$ cat config.mk
export PLATFORM = sky130hd
export DESIGN_NAME = positional_insert_delete_list
export DESIGN_NICKNAME = d
export VERILOG_FILES = /design/src/design/pidl_pkg.sv /design/src/design/positional_insert_delete_list.sv /design/src/design/pidl_ctrl.sv /design/src/design/pidl_dp.sv
export SDC_FILE = /design/constraint.sdc
export NUM_CORES = 2
export LEC_CHECK = 0
export BUFFER_PORTS_ARGS = -buffer_cell sky130_fd_sc_hd__buf_2
export CORE_ASPECT_RATIO = 2
export CORE_MARGIN = 3
export CORE_UTILIZATION = 33
export DETAILED_ROUTE_END_ITERATION = 7
export HOLD_SLACK_MARGIN = 0.15
export PLACE_DENSITY = 0.5
export SYNTH_ARGS = -nofsm -noshare
export SYNTH_HDL_FRONTEND = slang
export SYNTH_HIERARCHICAL = 1
export SYNTH_SLANG_ARGS = --single-unit
export TNS_END_PERCENT = 20
$ cat constraint.sdc
create_clock -name i_clk -period 8.3 [get_ports i_clk]
set_input_delay 0.415 -clock i_clk [delete_from_list [all_inputs] [get_ports i_clk]]
set_output_delay 0.415 -clock i_clk [all_outputs]
set_load 0.005 [all_outputs]
$ cat src/design/pidl_pkg.sv
// ----------------------------------------------------------------------------
// pidl_pkg
// Types and codes shared by the positional insert/delete list.
// ----------------------------------------------------------------------------
package pidl_pkg;

    localparam int WORD_W = 32;
    localparam int POS_W  = 6;

    // request kinds
    localparam logic [1:0] KIND_INSERT = 2'd0;
    localparam logic [1:0] KIND_DELETE = 2'd1;
    localparam logic [1:0] KIND_DUMP   = 2'd2;

    // result status codes
    localparam logic [1:0] ST_OK      = 2'd0;
    localparam logic [1:0] ST_BAD_POS = 2'd1;
    localparam logic [1:0] ST_FULL    = 2'd2;
    localparam logic [1:0] ST_EMPTY   = 2'd3;

    typedef struct packed {
        logic [1:0]               kind;
        logic signed [WORD_W-1:0] value;
        logic [POS_W-1:0]         position;
    } t_request;

    typedef struct packed {
        logic signed [WORD_W-1:0] value_out;
        logic [1:0]               status;
        logic                     last;
    } t_result;

    // controller -> datapath
    typedef struct packed {
        logic load;       // capture request
        logic exec;       // evaluate request, update list
        logic dump_step;  // emit next entry of a dump
    } t_cmd;

    // datapath -> controller
    typedef struct packed {
        logic dump_go;    // request is a dump of a non-empty list
        logic dump_end;   // current dump step emits the final entry
    } t_stat;

endpackage

$ cat src/design/positional_insert_delete_list.sv
// ----------------------------------------------------------------------------
// positional_insert_delete_list
// Ordered list of signed words with one-based insert, delete and dump.
// ----------------------------------------------------------------------------
//  channel   ports                       transfer
//  request   i_start, o_busy, i_req      i_start && !o_busy at clock edge
//  result    o_strobe, o_res             o_strobe high for one cycle
//
//  Insert, delete and invalid requests are captured, then evaluated with
//  every cell shifted at once; the result shows the cycle after evaluation.
//  A dump is captured and evaluated alike, then emits one entry per cycle
//  through the single read mux driven by the dump index.
//  o_busy drops as the last result is registered, so a new request can be
//  taken while that result is on the ports. The receiver cannot stall.
//  Reset is synchronous and empties the list; stored words are not cleared.
// ----------------------------------------------------------------------------
module positional_insert_delete_list #(
    parameter int CAPACITY = 32
) (
    input  logic               i_clk,
    input  logic               i_rst_n,
    input  logic               i_start,
    input  pidl_pkg::t_request i_req,
    output logic               o_busy,
    output logic               o_strobe,
    output pidl_pkg::t_result  o_res
);
    import pidl_pkg::*;

    t_cmd  cmd;
    t_stat stat;

    pidl_ctrl u_ctrl (
        .i_clk   (i_clk),
        .i_rst_n (i_rst_n),
        .i_start (i_start),
        .i_stat  (stat),
        .o_cmd   (cmd),
        .o_busy  (o_busy)
    );

    pidl_dp #(
        .CAPACITY (CAPACITY)
    ) u_dp (
        .i_clk    (i_clk),
        .i_rst_n  (i_rst_n),
        .i_req    (i_req),
        .i_cmd    (cmd),
        .o_stat   (stat),
        .o_res    (o_res),
        .o_strobe (o_strobe)
    );

endmodule

$ cat src/design/pidl_ctrl.sv
// ----------------------------------------------------------------------------
// pidl_ctrl
// Sequencer: accept, evaluate, then walk the entries for a dump.
// ----------------------------------------------------------------------------
module pidl_ctrl (
    input  logic            i_clk,
    input  logic            i_rst_n,
    input  logic            i_start,
    input  pidl_pkg::t_stat i_stat,
    output pidl_pkg::t_cmd  o_cmd,
    output logic            o_busy
);
    import pidl_pkg::*;

    typedef enum logic [2:0] {
        S_IDLE = 3'b001,
        S_EXEC = 3'b010,
        S_DUMP = 3'b100
    } t_state;

    t_state r_state, n_state;

    always_comb begin
        n_state = r_state;
        o_cmd   = '0;
        case (r_state)
            S_IDLE: begin
                if (i_start) begin
                    o_cmd.load = 1'b1;
                    n_state    = S_EXEC;
                end
            end
            S_EXEC: begin
                o_cmd.exec = 1'b1;
                n_state    = i_stat.dump_go ? S_DUMP : S_IDLE;
            end
            S_DUMP: begin
                o_cmd.dump_step = 1'b1;
                if (i_stat.dump_end) begin
                    n_state = S_IDLE;
                end
            end
            default: begin
                n_state = S_IDLE;
            end
        endcase
    end

    always_ff @(posedge i_clk) begin
        if (!i_rst_n) begin
            r_state <= S_IDLE;
        end else begin
            r_state <= n_state;
        end
    end

    assign o_busy = (r_state != S_IDLE);

`ifndef ASSERT_OFF
    a_load_idle: assert property (@(posedge i_clk) disable iff (!i_rst_n)
        o_cmd.load |-> !o_busy)
        else $error("request captured while busy");
    a_exec_after_load: assert property (@(posedge i_clk) disable iff (!i_rst_n)
        o_cmd.load |=> o_cmd.exec)
        else $error("captured request not evaluated");
    a_cmd_excl: assert property (@(posedge i_clk) disable iff (!i_rst_n)
        $countones(o_cmd) <= 1)
        else $error("overlapping datapath commands");
`endif

endmodule

$ cat src/design/pidl_dp.sv
// ----------------------------------------------------------------------------
// pidl_dp
// Shift-array list storage, entry count, dump index and result register.
// ----------------------------------------------------------------------------
module pidl_dp #(
    parameter int CAPACITY = 32
) (
    input  logic               i_clk,
    input  logic               i_rst_n,
    input  pidl_pkg::t_request i_req,
    input  pidl_pkg::t_cmd     i_cmd,
    output pidl_pkg::t_stat    o_stat,
    output pidl_pkg::t_result  o_res,
    output logic               o_strobe
);
    import pidl_pkg::*;

    localparam int CW = $clog2(CAPACITY + 1);
    localparam int AW = $clog2(CAPACITY);
    localparam int XW = ((CW > POS_W) ? CW : POS_W) + 1;

    logic signed [WORD_W-1:0] r_store [CAPACITY];
    logic signed [WORD_W-1:0] n_store [CAPACITY];
    logic [CW-1:0]            r_count, n_count;
    logic [AW-1:0]            r_idx, n_idx;
    t_request                 r_req;
    t_result                  r_res, n_res;
    logic                     r_strobe, n_strobe;

    logic [XW-1:0]            pos_x, cnt_x;
    logic [POS_W-1:0]         pos_m1;
    logic [AW-1:0]            rd_addr;
    logic signed [WORD_W-1:0] rd_data;
    logic                     dump_last;

    assign pos_x     = XW'(r_req.position);
    assign cnt_x     = XW'(r_count);
    assign pos_m1    = r_req.position - POS_W'(1);
    assign rd_addr   = i_cmd.dump_step ? r_idx : AW'(pos_m1);
    assign rd_data   = r_store[rd_addr];
    assign dump_last = ((CW'(r_idx) + CW'(1)) == r_count);

    assign o_stat.dump_go  = (r_req.kind == KIND_DUMP) && (r_count != '0);
    assign o_stat.dump_end = dump_last;

    always_comb begin
        n_store  = r_store;
        n_count  = r_count;
        n_idx    = r_idx;
        n_res    = r_res;
        n_strobe = 1'b0;
        if (i_cmd.exec) begin
            n_res    = '{value_out: '0, status: ST_BAD_POS, last: 1'b1};
            n_strobe = 1'b1;
            n_idx    = '0;
            case (r_req.kind)
                KIND_INSERT: begin
                    if (pos_x == '0 || pos_x > cnt_x + XW'(1)) begin
                        n_res.status = ST_BAD_POS;
                    end else if (r_count == CW'(CAPACITY)) begin
                        n_res.status = ST_FULL;
                    end else begin
                        // cells at or after the slot move back one
                        for (int i = 1; i < CAPACITY; i++) begin
                            if (XW'(i) >= pos_x) begin
                                n_store[i] = r_store[i-1];
                            end
                        end
                        for (int i = 0; i < CAPACITY; i++) begin
                            if (XW'(i) + XW'(1) == pos_x) begin
                                n_store[i] = r_req.value;
                            end
                        end
                        n_count      = r_count + CW'(1);
                        n_res.status = ST_OK;
                    end
                end
                KIND_DELETE: begin
                    if (pos_x == '0 || pos_x > cnt_x) begin
                        n_res.status = ST_BAD_POS;
                    end else begin
                        for (int i = 0; i < CAPACITY - 1; i++) begin
                            if (XW'(i) + XW'(1) >= pos_x) begin
                                n_store[i] = r_store[i+1];
                            end
                        end
                        n_count         = r_count - CW'(1);
                        n_res.value_out = rd_data;
                        n_res.status    = ST_OK;
                    end
                end
                KIND_DUMP: begin
                    if (r_count == '0) begin
                        n_res.status = ST_EMPTY;
                    end else begin
                        n_strobe = 1'b0;
                    end
                end
                default: begin
                    n_res.status = ST_BAD_POS;
                end
            endcase
        end else if (i_cmd.dump_step) begin
            n_strobe = 1'b1;
            n_res    = '{value_out: rd_data, status: ST_OK, last: dump_last};
            n_idx    = r_idx + AW'(1);
        end
    end

    // payload registers
    always_ff @(posedge i_clk) begin
        r_store <= n_store;
        r_res   <= n_res;
        r_idx   <= n_idx;
        if (i_cmd.load) begin
            r_req <= i_req;
        end
    end

    always_ff @(posedge i_clk) begin
        if (!i_rst_n) begin
            r_count  <= '0;
            r_strobe <= 1'b0;
        end else begin
            r_count  <= n_count;
            r_strobe <= n_strobe;
        end
    end

    assign o_res    = r_res;
    assign o_strobe = r_strobe;

`ifndef ASSERT_OFF
    a_count_cap: assert property (@(posedge i_clk) disable iff (!i_rst_n)
        r_count <= CW'(CAPACITY))
        else $error("entry count above capacity");
    a_err_last: assert property (@(posedge i_clk) disable iff (!i_rst_n)
        r_strobe && r_res.status != ST_OK |-> r_res.last)
        else $error("error status on a non-final result");
    a_count_exec: assert property (@(posedge i_clk) disable iff (!i_rst_n)
        $past(i_rst_n) && r_count != $past(r_count) |-> $past(i_cmd.exec))
        else $error("entry count changed outside evaluation");
    a_dump_step_ok: assert property (@(posedge i_clk) disable iff (!i_rst_n)
        i_cmd.dump_step |-> r_count != '0)
        else $error("dump step on empty list");
`endif

endmodule
==> impl_metrics.ini <==
[worst_setup_path]
cpMostUsedCell = buf_4
start_kind = flop
r2r_cells = 6
worstPathRequired_ns = 8.88
path_class = flop to flop
r2r_end = u_dp/r_store[1008]
r2r_slack_ns = 3.59
critical_path.max_stage_delay_ns = 0.77
setup.worst_path.start = u_dp/r_req[39]
crit_arrival_ns = 5.29
endpoint_kind = flop
crit_slowest_cell = buf_4
crit_end = u_dp/r_store[1008]
r2r_start = u_dp/r_req[39]
crit_chain = inv_1 -> nand2_1 -> inv_8 -> buf_4 -> buf_4 -> a22o_1
path_max_fanout = 142

[sta]
finalSetupViolCount = 0
finalSetupTns_ns = 0
hold_ws_ns = 0.419
final.setup_skew_ns = 0.0359
postLayoutSetupSlackWorst_ns = 3.59
finalMaxSlewViolations = 0
grt_setup_unrepaired = no
fmax_mhz = 212
final-hold-violation-count = 0
period_needed_ns = 4.71
tightest_slew_ns = 1.34
slew_headroom = 0.105
final.period_utilization = 0.568

[logic_synthesis]
ys_warn_count = 6
ys.flop_type = edfxtp_1
ys_async_sr_fraction = 0
ys_top_cells_by_area = edfxtp_1 51%, mux2i_1 18%, mux4_2 9.0%
synth_edf_count = 1098
synth_cell_types = 72
avgSynthCellArea_um2 = 11.8
netlist_area_um2 = 64200
ys_ff_latch = 1114
synth_cells = 5432
netlist.area_leader.share = 0.513
ys_seq_area_frac = 0.518
yosysTopAreaCell = edfxtp_1
syn-num-nets = 5498

[clock_tree]
h-tree-depth = 3
insertion_delay_ns = 0.72
cts.path.max_buffers = 3
cts_tree = done
numCtsBuffers = 106
clk_pin_slew_ns = 0.06
cts_sinks = 1114
cts-root-buf = clkbuf_16

[status]
status = finished clean

[floorplan]
ios = 80
std_cell_rows = 228
die_h_um = 630
initial_core_util = 0.333
core_region_area_um2 = 193000
fp.dieW_um = 318
die_area_um2 = 200000

[placement]
gp_congestion = 0.788
place_ws_ns = 3.69
portBuffers = 79
place_hpwl_mm = 126

[drt]
drcViolationCount = 0
drt_iter0_drc = 4420
post_drt_wl_per_cell_um = 27.0
first_pass_iters = 6
detail-route-antenna-nets = 0
viasPerCell = 5.74
wl_mm = 213
vias = 45105

[pwr]
ir_drop_mv = 0.156
power.leakage_nw = 27.4
p_per_area_nw_per_um2 = 177

[final_layout]
finalNetCount = 5315
drive_gt1_frac = 0.133
area_growth_pct = 10.1

[grt]
grt_max_degree = 226
grt_use_total = 0.205
grt_pass1_vias = 45279
antenna_found_initial = 2
grt_pass1_wl_mm = 315
overflow = 0

[min_path]
hold_class = input port to flop

[job]
max_cap_viol_count = 0
[power by group]
part | internal [mW] | switching, mW | leakage, nW
combinational | 0.511 | 0.883 | 15.8
sequential | 6.24 | 0.106 | 10.1
clock | 2.50 | 2.29 | 1.54
total | 9.25 | 3.28 | 27.4
[flip-flops by register name, indices dropped and copies added, names as in the netlist]
register and cells:
u_ctrl/r_state 3, u_dp/o_res 35, u_dp/o_strobe 1, u_dp/pos_x 6, u_dp/r_count 6, u_dp/r_idx 5
u_dp/r_req 34, u_dp/r_store 1024
[cell usage in the layout, fill, tap and decap left out, types with 6 or more instances in the layout]
| cell type | netlist | routed |
|---|---|---|
| nor2_1 | 35 | 22 |
| mux2_2 | 32 | 32 |
| ha_1 | 22 | 22 |
| o31ai_1 | 6 | 6 |
| buf_4 | 18 | 105 |
| edfxtp_1 | 1098 | 1098 |
| inv_1 | 20 | 19 |
| clkbuf_1 | 388 | 25 |
| xor2_1 | 6 | 6 |
| nor2_4 | 1 | 14 |
| a21oi_4 | 0 | 15 |
| o21ai_1 | 45 | 44 |
| dfxtp_1 | 16 | 16 |
| a32o_1 | 32 | 32 |
| nand3_2 | 0 | 10 |
| nor2b_1 | 8 | 6 |
| o21ai_0 | 937 | 937 |
| dlygate4sd3_1 | 0 | 41 |
| clkinvlp_4 | 0 | 6 |
| nand2b_1 | 7 | 7 |
| xnor2_1 | 14 | 14 |
| nand2_2 | 0 | 12 |
| a21oi_1 | 37 | 22 |
| buf_2 | 71 | 79 |
| buf_12 | 0 | 12 |
| clkinv_1 | 1 | 21 |
| a22o_1 | 32 | 32 |
| nand2_1 | 1073 | 1061 |
| nand3_1 | 21 | 10 |
| clkbuf_16 | 0 | 106 |
| mux4_2 | 256 | 256 |
| clkinv_2 | 0 | 17 |
| mux2i_1 | 1129 | 1127 |
| nand4_1 | 9 | 9 |
[worst min-delay path by stage]
stage,end,from,depth (start not counted),slack [ns]
after floorplan,u_ctrl/r_state[0],i_rst_n,1,0.49
after global placement,u_dp/r_store[39],u_dp/r_store[7],2,0.53
after detailed placement,u_dp/r_store[60],u_dp/r_store[28],2,0.54
after CTS,u_dp/r_req[15],i_req[15],2,0.36
after global routing,u_dp/r_req[14],i_req[14],2,0.40
final,u_dp/r_req[15],i_req[15],2,0.42
[worst max-delay path, delay by kind of cell, from the launching register on]
| kind | cells | cell delay (ns) |
|---|---|---|
| simple gates | 1 | 0.49 |
| flops | 1 | 0.59 |
| buf+inv | 4 | 2.83 |
| compound gates | 1 | 0.25 |
[kinds of logic after synthesis]
kind of cell / share of synthesized area
multiplexers: 0.272
XOR/XNOR: 0.00273
adder cells (fa/ha/maj): 0.00460
AO/OA/AOI/OAI: 0.0936
buffers and inverters: 0.0360
flip-flops: 0.518
AND/OR/NAND/NOR: 0.0730
[per-layer routing]
metal / GRT usage / vias up / wire (µm)
met2: 0.365 / 1547 / 109000
met5: 0 / - / 0
met1: 0.257 / 23224 / 85400
li1: - / 19940 / -
met4: 0.0766 / 0 / 8550
met3: 0.0211 / 394 / 9810
[synth_stat cells (all sizes together) (8+ instances only)]
cell type and count:
buf 140, dfxtp 16, o21ai 982, ha 22, nor2 37, nand4 9
inv 21, nand2 1073, mux4 256, mux2 33, nor2b 8, a32o 32
clkbuf 388, nand3 21, mux2i 1129, a21oi 37, xnor2 14, edfxtp 1098
a22o 32
[through the flow]
| step | instance area (µm²) | instances | util | total power, mW |
|---|---|---|---|---|
| floorplan | 64200 | 5432 | - | 7.38 |
| global placement | 67100 | 7630 | 0.348 | 7.82 |
| detailed placement | 67100 | 7630 | 0.348 | 7.84 |
| CTS | 70700 | 7856 | 0.366 | 12.7 |
| global route | 70700 | 7857 | 0.366 | 13.0 |
| finish | 70700 | 7859 | 0.366 | 12.5 |
[area by class of cell]
class,count,area (µm²)
clock buffer,131,2750
multi-input combinational,3768,29100
clock inverter,54,422
sequential,1114,33300
inverter,22,92.6
antenna,3,7.51
timing repair buffer,237,1830
fill,18708,122000
tap,2530,3170
[timing repair]
action,CTS,global route
hold endpoints to repair,50,0
hold buffers,41,0
setup endpoints to repair,0,0
gates resized for setup,0,0
buffers inserted,0,0
Note: power is estimated with default switching activity, not from simulation.
